==> src/rtl/pckr_pkg.sv <==
`timescale 1ns / 1ps
// ----------------------------------------------------------------------------
// Periodic column key recovery: shared package
// Word layouts, codes, controller states and the command and status bundles
// that pass between the controller and the datapath.
// ----------------------------------------------------------------------------
package pckr_pkg;

  localparam int BINS     = 256;
  localparam int BIN_W    = 8;
  localparam int PERIOD_W = 6;
  localparam int COLUMN_W = 5;

  // Printable-text offset that is taken off the most frequent byte.
  localparam logic [BIN_W-1:0] KEY_OFFSET = 8'd32;

  localparam logic KIND_BYTE   = 1'b0;
  localparam logic KIND_FINISH = 1'b1;

  typedef struct packed {
    logic             kind;
    logic [BIN_W-1:0] cipher_byte;
  } in_word_t;

  typedef struct packed {
    logic [COLUMN_W-1:0] column;
    logic [BIN_W-1:0]    key_byte;
    logic                key_valid;
    logic                last;
  } out_word_t;

  typedef enum logic [4:0] {
    ST_CLEAR = 5'b00001,
    ST_IDLE  = 5'b00010,
    ST_SCAN  = 5'b00100,
    ST_FINAL = 5'b01000,
    ST_EMIT  = 5'b10000
  } state_e;

  typedef struct packed {
    logic in_ready;
    logic scan_rd;
    logic clr_wr;
    logic addr_inc;
    logic addr_clr;
    logic res_load;
  } ctrl_cmd_t;

  typedef struct packed {
    logic fin_accept;
    logic bin_last;
    logic col_last;
    logic col_final;
    logic out_free;
  } dp_status_t;

endpackage

==> src/rtl/pckr_ctrl.sv <==
`timescale 1ns / 1ps
// ----------------------------------------------------------------------------
// Periodic column key recovery: controller
// Sequences the clearing sweep, the per-column histogram scan and the
// hand-off of each column's result to the output register.
// ----------------------------------------------------------------------------
module pckr_ctrl import pckr_pkg::*; (
  input  logic       clk_i,
  input  logic       rst_ni,
  input  dp_status_t status_i,
  output ctrl_cmd_t  cmd_o
);

  state_e state_q, state_d;

  always_ff @(posedge clk_i or negedge rst_ni) begin
    if (!rst_ni) begin
      state_q <= ST_CLEAR;
    end else begin
      state_q <= state_d;
    end
  end

  always_comb begin
    state_d = state_q;
    cmd_o   = '0;
    unique case (state_q)
      ST_CLEAR: begin
        cmd_o.clr_wr = 1'b1;
        if (status_i.col_final && status_i.bin_last) begin
          cmd_o.addr_clr = 1'b1;
          state_d        = ST_IDLE;
        end else begin
          cmd_o.addr_inc = 1'b1;
        end
      end
      ST_IDLE: begin
        cmd_o.in_ready = 1'b1;
        if (status_i.fin_accept) begin
          cmd_o.addr_clr = 1'b1;
          state_d        = ST_SCAN;
        end
      end
      ST_SCAN: begin
        cmd_o.scan_rd = 1'b1;
        // The address stays on the last bin so the column is still known at emit.
        if (status_i.bin_last) begin
          state_d = ST_FINAL;
        end else begin
          cmd_o.addr_inc = 1'b1;
        end
      end
      ST_FINAL: begin
        state_d = ST_EMIT;
      end
      ST_EMIT: begin
        if (status_i.out_free) begin
          cmd_o.res_load = 1'b1;
          if (!status_i.col_last) begin
            cmd_o.addr_inc = 1'b1;
            state_d        = ST_SCAN;
          end else if (status_i.col_final) begin
            cmd_o.addr_clr = 1'b1;
            state_d        = ST_IDLE;
          end else begin
            // Columns above the period may still hold counts; wipe them too.
            cmd_o.addr_inc = 1'b1;
            state_d        = ST_CLEAR;
          end
        end
      end
      default: begin
        state_d = ST_CLEAR;
      end
    endcase
  end

endmodule

==> config.mk <==
export PLATFORM = sky130hd
export DESIGN_NAME = pckr_ctrl
export DESIGN_NICKNAME = d
export VERILOG_FILES = /design/src/rtl/pckr_pkg.sv /design/src/rtl/pckr_ctrl.sv
export SDC_FILE = /design/constraint.sdc
export NUM_CORES = 1
export LEC_CHECK = 0
export BUFFER_PORTS_ARGS = -buffer_cell sky130_fd_sc_hd__clkbuf_2
export CORE_AREA = 2 2 39 41
export DETAILED_ROUTE_END_ITERATION = 10
export DIE_AREA = 0 0 41 43
export PLACE_DENSITY = 0.54
export RECOVER_POWER = 50
export SLEW_MARGIN = 20
export SYNTH_ARGS = -nofsm -noshare
export SYNTH_HDL_FRONTEND = slang
export SYNTH_SLANG_ARGS = --single-unit
==> constraint.sdc <==
create_clock -name clk_i -period 1.6 [get_ports clk_i]
set_clock_uncertainty 0.1 [all_clocks]
set_input_delay 0.08 -clock clk_i [delete_from_list [all_inputs] [get_ports clk_i]]
set_output_delay 0.08 -clock clk_i [all_outputs]
set_load 0.02 [all_outputs]
==> summary.md, run 1 <==
| Metric | Value |
|---|---|
| Post-synthesis simple-gate area fraction | a little under a third |
| Commonest non-fill, non-tap cells in the layout | buf_4, buf_6, clkbuf_2, nor2_1, dfrtp_1 |
| Post-Syn Area per Cell | 9.15 µm² |
| Status | complete, but fails checks |
| Crit path capture type | primary output |
| MaxCap Viol Count | 0 |
| Final worst-path cycle share | 125% |
| Die footprint | approximately 1800 µm² |
| Top flop regs | state_q (5) |
| Post-Synthesis Cells | 45 |
| Pin count of the biggest net entering global routing | 7 |
| DR vias | approximately 500 |
| Number of H-tree levels | 1 |
| Crit start category | flop |
| Synth Area in Compound Gates | 25.5% |
| Chip width | 41 µm |
| Pwr Density | 1700 nW/µm² |
| Synth Area in XOR/XNOR | around 2.1% |
| Overflow after GRT | 0 |
| Cts bufs inserted | 3 |
| Sequential share of the synthesized area | between 30% and 40% |
| Chip height | roughly 43 µm |
| Slowest Stage Delay on Critical Path | ~530 ps |
| Global-route wire length before repair | just under 2 mm |
| Num rows | 14 |
| Clock sinks | 5 |
| Core Area | between 1000 and 1500 µm² |
| Delay-heaviest family, CP | simple AND/OR/NAND/NOR gates |
| Clock Pin Slew Worst Setup and Hold Paths | ~50 ps |
| Setup TNS | -2050 ps |
| Synth Register Bits | 5 |
| Final Util | between 50% and 60% |
| Highest Clock Rate | ~0.50 GHz |
| Post-Layout Inst Area | between 700 and 800 µm² |
| Final Slew Violations | 0 |
| Iteration-0 DRC Markers | 7 |
| Adder-Cell Fraction of Synth Area | 0% |
| Max_slew headroom | 76.6% |
| Root Buffer | clkbuf_4 |
| Count of input and output buffers | 12 |
| Finished Layout Cells | a little over 90 |
| Antenna-violating nets left | 0 |
| Max FFs per register | 5 |
| HPWL Detailed | between 800 and 900 µm |
| Synth cell types | 28 |
| Leak | ~0.37 nW |
| Avg Vias per Cell | between 5 and 6 |
| CP bufs+invs | 1 |
| Diode count | 0 |
| Number of global-route vias before repair | 519 |
| Ys Warns | 0 |
| 1st-pass router iterations | 4 |
| Clock Path Buffers | 2 |
| Arrival @ worst endpoint | approximately 1800 ps |
| Failing checks | setup timing |
| Setup CP Type | flop to primary output |
| DR DRC count | 0 |
| Slew @ Worst Pin | 349 ps |
| # IOs | 13 |
| Setup ws final | -398 ps |
| Drt total wl | about 1.3 mm |
| Min cycle time layout | 2000 ps |
| Area grow syn2layout | 87.8% |
| WP data required | 1420 ps |
| Slowest CP cell | dfstp_2 |
| Total track usage | between 15 and 20% |
| Antenna violations before repair | 0 |
| Setup violators final | 10 |
| VDD IR-drop max | ~0.56 mV |
| Synth Cell Area | about 410 µm² |
| Area after DPL | 577 µm² |
| Worst path cell trace | or4b_4 > nor2_4 > a22o_4 > a22o_4 > buf_8 |
| Syn nets | 52 |
| Final Hold Vio Count | 0 |
| Clk_lat worst skew | around 240 ps |
| Most common cell after layout, fill and taps aside | buf_4 |
| Mux cell area share after synthesis | 2.43% |
| Total power | 1.32 mW |
| Cell repeated most along the worst path | a22o_4 |
| RSZ-0062 raised after global routing | true |
| Avg WL per Cell | 14.4 µm |
| Placed instance count | between 80 and 90 |
| Largest reg by FF count | state_q |
| Initial Util | between 20% and 30% |
| Critical-path maximum fanout | 4 |
| Worst hold path class | input pin to flop |
| TritonCTS clock tree | yes |
| Largest family of logic cells by synthesized area | simple AND/OR/NAND/NOR gates |
| # nets final | 85 |
| Share of post-route cells with drive strength above 1 | a little under two thirds |
| Final Wtd Congestion | 0.819 |
where the power goes:
part / total [mW] / switching, mW / internal (mW)
logic: 0.973 / 0.446 / 0.528
clock network: 0.144 / 0.0539 / 0.0905
registers: 0.201 / 0.0327 / 0.168
metrics by stage:
step           hold slack, ps  worst slack, ps
4_1_cts                  12.7             -424
6_report                 27.4             -398
5_1_grt                  29.5             -459
2_1_floorplan            -316             -269
3_5_place_dp             -200             -233
3_3_place_gp             -200             -237
path summary, 6_finish.rpt:
path,from,end,slack (ps),cells past startpoint
worst min register to register,state_q[2],state_q[4],420,1
max in group asynchronous,rst_ni,state_q[0],1020,2
min in group asynchronous,rst_ni,state_q[1],120,2
worst max register to register,state_q[0],state_q[1],-230,6
worst min-delay path,status_i[3],state_q[2],30,2
worst max-delay path,state_q[0],cmd_o[1],-400,5
layer usage:
metal | vias to the layer above | share of wire [%] | global-route usage, %
met4 | 0 | 5.2 | 9.33
met2 | 18 | 52 | 26.3
met1 | 239 | 39 | 17.0
li1 | 233 | - | -
met3 | 8 | 3.3 | 7.85
met5 | - | 0 | 0
repair_timing:
item / in CTS / in global routing
buffers inserted: 5 / 4
setup endpoints to repair: 10 / 10
pin swaps: 6 / 5
hold buffers: 1 / 0
endpoints found under the hold margin: 5 / 0
gates resized for setup: 14 / 21
cell usage after synthesis (all sizes together):
library cell,n,area share [%]
o22ai,2,3.0
nand2,3,2.7
o2bb2ai,1,2.1
dfstp,1,6.4
nor4b,1,5.8
a221o,1,2.4
a211o,1,2.1
inv,4,3.6
a22o,3,8.5
o31ai,1,1.8
nor2b,2,3.0
xnor2,1,2.1
nor3,1,1.2
o21ai,3,3.6
or3b,1,2.7
or4b,1,3.3
mux2i,1,2.4
buf,1,2.7
a22oi,1,1.8
and2,1,1.5
dfrtp,4,24
nor2,5,5.2
nor4,3,4.6
clkbuf,1,0.91
nor3b,1,1.8
layout make-up:
class / count / area (µm²)
inverter: 4 / 15.0
tap: 16 / 20.0
sequential: 5 / 126
multi-input combinational: 34 / 327
timing repair buffer: 30 / 258
clock inverter: 1 / 5.00
fill: 129 / 611
clock buffer: 3 / 22.5
logic make-up (layout without fill, tap and decap cells):
logic type      count (synthesis)  count (layout)
simple gates                   19              19
mux                             1               1
flops                           5               5
xor+xnor                        1               1
buf+inv                         6              38
compound gates                 13              13
Power figures use the tool's default switching activity.
==> run 2: changes to the inputs <==
--- a/config.mk
+++ b/config.mk
@@ -9,6 +9,7 @@
 export CORE_AREA = 2 2 39 41
 export DETAILED_ROUTE_END_ITERATION = 10
 export DIE_AREA = 0 0 41 43
+export MAX_ROUTING_LAYER = met4
 export PLACE_DENSITY = 0.54
 export RECOVER_POWER = 50
 export SLEW_MARGIN = 20
==> run 2 against run 1 <==
The run still ends with setup timing left. Wire length shrank 1.3%. First-iteration DRC count down 14%. Sequential share of layout area unchanged. Setup slack gained 0.93 ps. Register-to-register slack is essentially flat. Non-clock buffer count unchanged. Worst hold slack better by 0.67 ps. Flip-flop and latch count is the same. Power about the same. Clock-buffer cell count did not move. Utilization did not move. Global-route usage grew 0.41 points. Critical endpoint unchanged.
==> summary.md, run 2 (synthesis gave the netlist of run 1 again) <==
| Metric | Value |
|---|---|
| Arrival @ worst endpoint | 1820 ps (about the same) |
| Share of post-route cells with drive strength above 1 | 63.6% (unchanged) |
| Crit path capture type | primary output |
| FF-to-FF End | state_q[1] |
| Number of global-route vias before repair | 514 (-0.96%) |
| Final Slew Violations | 0 (unchanged) |
| Finished Layout Cells | 93 (unchanged) |
| Num rows | 14 (unchanged) |
| Min cycle time layout | 2000 ps (-0.934 ps) |
| Avg WL per Cell | 14.2 µm (-1.3%) |
| Total track usage | 17.1% (+0.41 points) |
| VDD IR-drop max | 0.562 mV (-0.10%) |
| Count of input and output buffers | 12 (unchanged) |
| WP data required | 1420 ps (about the same) |
| Hold Crit Start | status_i[3] |
| Top flop regs | state_q (5) |
| Clock sinks | 5 (unchanged) |
| R2R setup slack | -230 ps (about the same) |
| Max FFs per register | 5 (unchanged) |
| Die footprint | 1760 µm² (unchanged) |
| Highest Clock Rate | 0.501 GHz (about the same) |
| Max_slew headroom | 76.6% (unchanged) |
| Failing checks | setup timing |
| Chip height | 43 µm (unchanged) |
| Core Area | 1380 µm² (unchanged) |
| Pin count of the biggest net entering global routing | 7 (unchanged) |
| Worst path cell trace | or4b_4 > nor2_4 > a22o_4 > a22o_4 > buf_8 |
| Area grow syn2layout | 87.8% (unchanged) |
| Chip width | 41 µm (unchanged) |
| Avg Vias per Cell | 5.25 (-2.0%) |
| R2R cell count | 6 (unchanged) |
| DR DRC count | 0 (unchanged) |
| HPWL Detailed | 881 µm (unchanged) |
| Clk_lat worst skew | 240 ps (about the same) |
| Placed instance count | 82 (unchanged) |
| Drt total wl | 1.32 mm (-1.3%) |
| Setup violators final | 10 (unchanged) |
| Slowest CP cell | dfstp_2 |
| Slowest Stage Delay on Critical Path | 530 ps (about the same) |
| Hold Path Stages | 2 (unchanged) |
| CP bufs+invs | 1 (unchanged) |
| Clock Path Buffers | 2 (unchanged) |
| Final Wtd Congestion | 0.831 (+1.5%) |
| Slew @ Worst Pin | 349 ps (-0.000477 ps) |
| Final Util | 55.9% (unchanged) |
| Global-route wire length before repair | 1.95 mm (-0.36%) |
| Final Hold Vio Count | 0 (unchanged) |
| # nets final | 85 (unchanged) |
| Critical-path maximum fanout | 4 (unchanged) |
| Delay-heaviest family, CP | simple AND/OR/NAND/NOR gates |
| # IOs | 13 (unchanged) |
| Iteration-0 DRC Markers | 6 (-1) |
| Pwr Density | 1700 nW/µm² (about the same) |
| Worst R2R Start | state_q[0] |
| Worst Hold Path EP | state_q[2] |
| MaxCap Viol Count | 0 (unchanged) |
| Overflow after GRT | 0 (unchanged) |
| Leak | 0.371 nW (unchanged) |
| Cell repeated most along the worst path | a22o_4 |
| Status | complete, but fails checks |
| Clock Pin Slew Worst Setup and Hold Paths | 50 ps (about the same) |
| Worst hold slack | 28.1 ps (+0.668 ps) |
| Commonest non-fill, non-tap cells in the layout | buf_4, buf_6, clkbuf_2, nor2_1, dfrtp_1 |
| Worst hold path class | input pin to flop |
| Setup CP Type | flop to primary output |
| Largest reg by FF count | state_q |
| Antenna-violating nets left | 0 (unchanged) |
| Diode count | 0 (unchanged) |
| Most common cell after layout, fill and taps aside | buf_4 |
| 1st-pass router iterations | 4 (unchanged) |
| Total power | 1.32 mW (about the same) |
| Antenna violations before repair | 0 (unchanged) |
| Setup ws final | -397 ps (+0.934 ps) |
| Final worst-path cycle share | 125% (about the same) |
| Number of H-tree levels | 1 (unchanged) |
| DR vias | 488 (-2.0%) |
| Place WS | -233 ps (unchanged) |
| Crit start category | flop |
| TritonCTS clock tree | yes |
| Cts bufs inserted | 3 (unchanged) |
| Initial Util | 29.7% (unchanged) |
| RSZ-0062 raised after global routing | true |
| Root Buffer | clkbuf_4 |
[run 2: cell counts in the layout (fill, tap and decap cells not counted)]
No cell type changed its count.
[run 2: metal layers]
layer | wire, µm | global-route usage (%) | up-vias
met5 | 0 | - | -
li1 | - | - | 233
met2 | 691 | 26.3 | 15
met1 | 516 | 17.0 | 234
met4 | 64 | 9.33 | 0
met3 | 45 | 7.85 | 6
[run 2: stage by stage]
step,instance area [µm²],TNS (ps)
after global placement,577,-1010
after detailed placement,577,-1010
after floorplan,429,-1130
after global routing,773,-2620
after CTS,714,-2360
final,773,-2040
[run 2: power by group]
part / leakage (nW) / total, mW / internal, mW / switching, mW
Combinational: 0.288 / 0.974 / 0.528 / 0.446
Sequential: 0.0656 / 0.200 / 0.168 / 0.0323
Clock: 0.0177 / 0.144 / 0.0905 / 0.0534
Total: 0.371 / 1.32 / 0.786 / 0.532
[run 2: how the worst max path moves through the flow]
stage | start | depth (start not counted) | to
after global placement | state_q[2] | 5 | cmd_o[2]
after detailed placement | state_q[2] | 5 | cmd_o[2]
after CTS | state_q[3] | 5 | cmd_o[1]
after global routing | state_q[0] | 5 | cmd_o[1]
final | state_q[0] | 5 | cmd_o[1]
after floorplan | state_q[2] | 4 | cmd_o[2]
[run 2: what timing repair did]
item                                    CTS  global route
setup buffers                             5             4
gates resized for setup                  14            21
pin swaps                                 6             5
endpoints found under the setup margin   10            10
hold endpoints to repair                  5             0
hold buffers                              1             0
[run 2: area by class of cell]
type / instances / area [µm²]
well taps: 16 / 20.0
multi-input cells: 34 / 327
inverters: 4 / 15.0
repair buffers: 30 / 258
fillers: 129 / 611
clock inverters: 1 / 5.00
flip-flops and latches: 5 / 126
clock buffers: 3 / 22.5
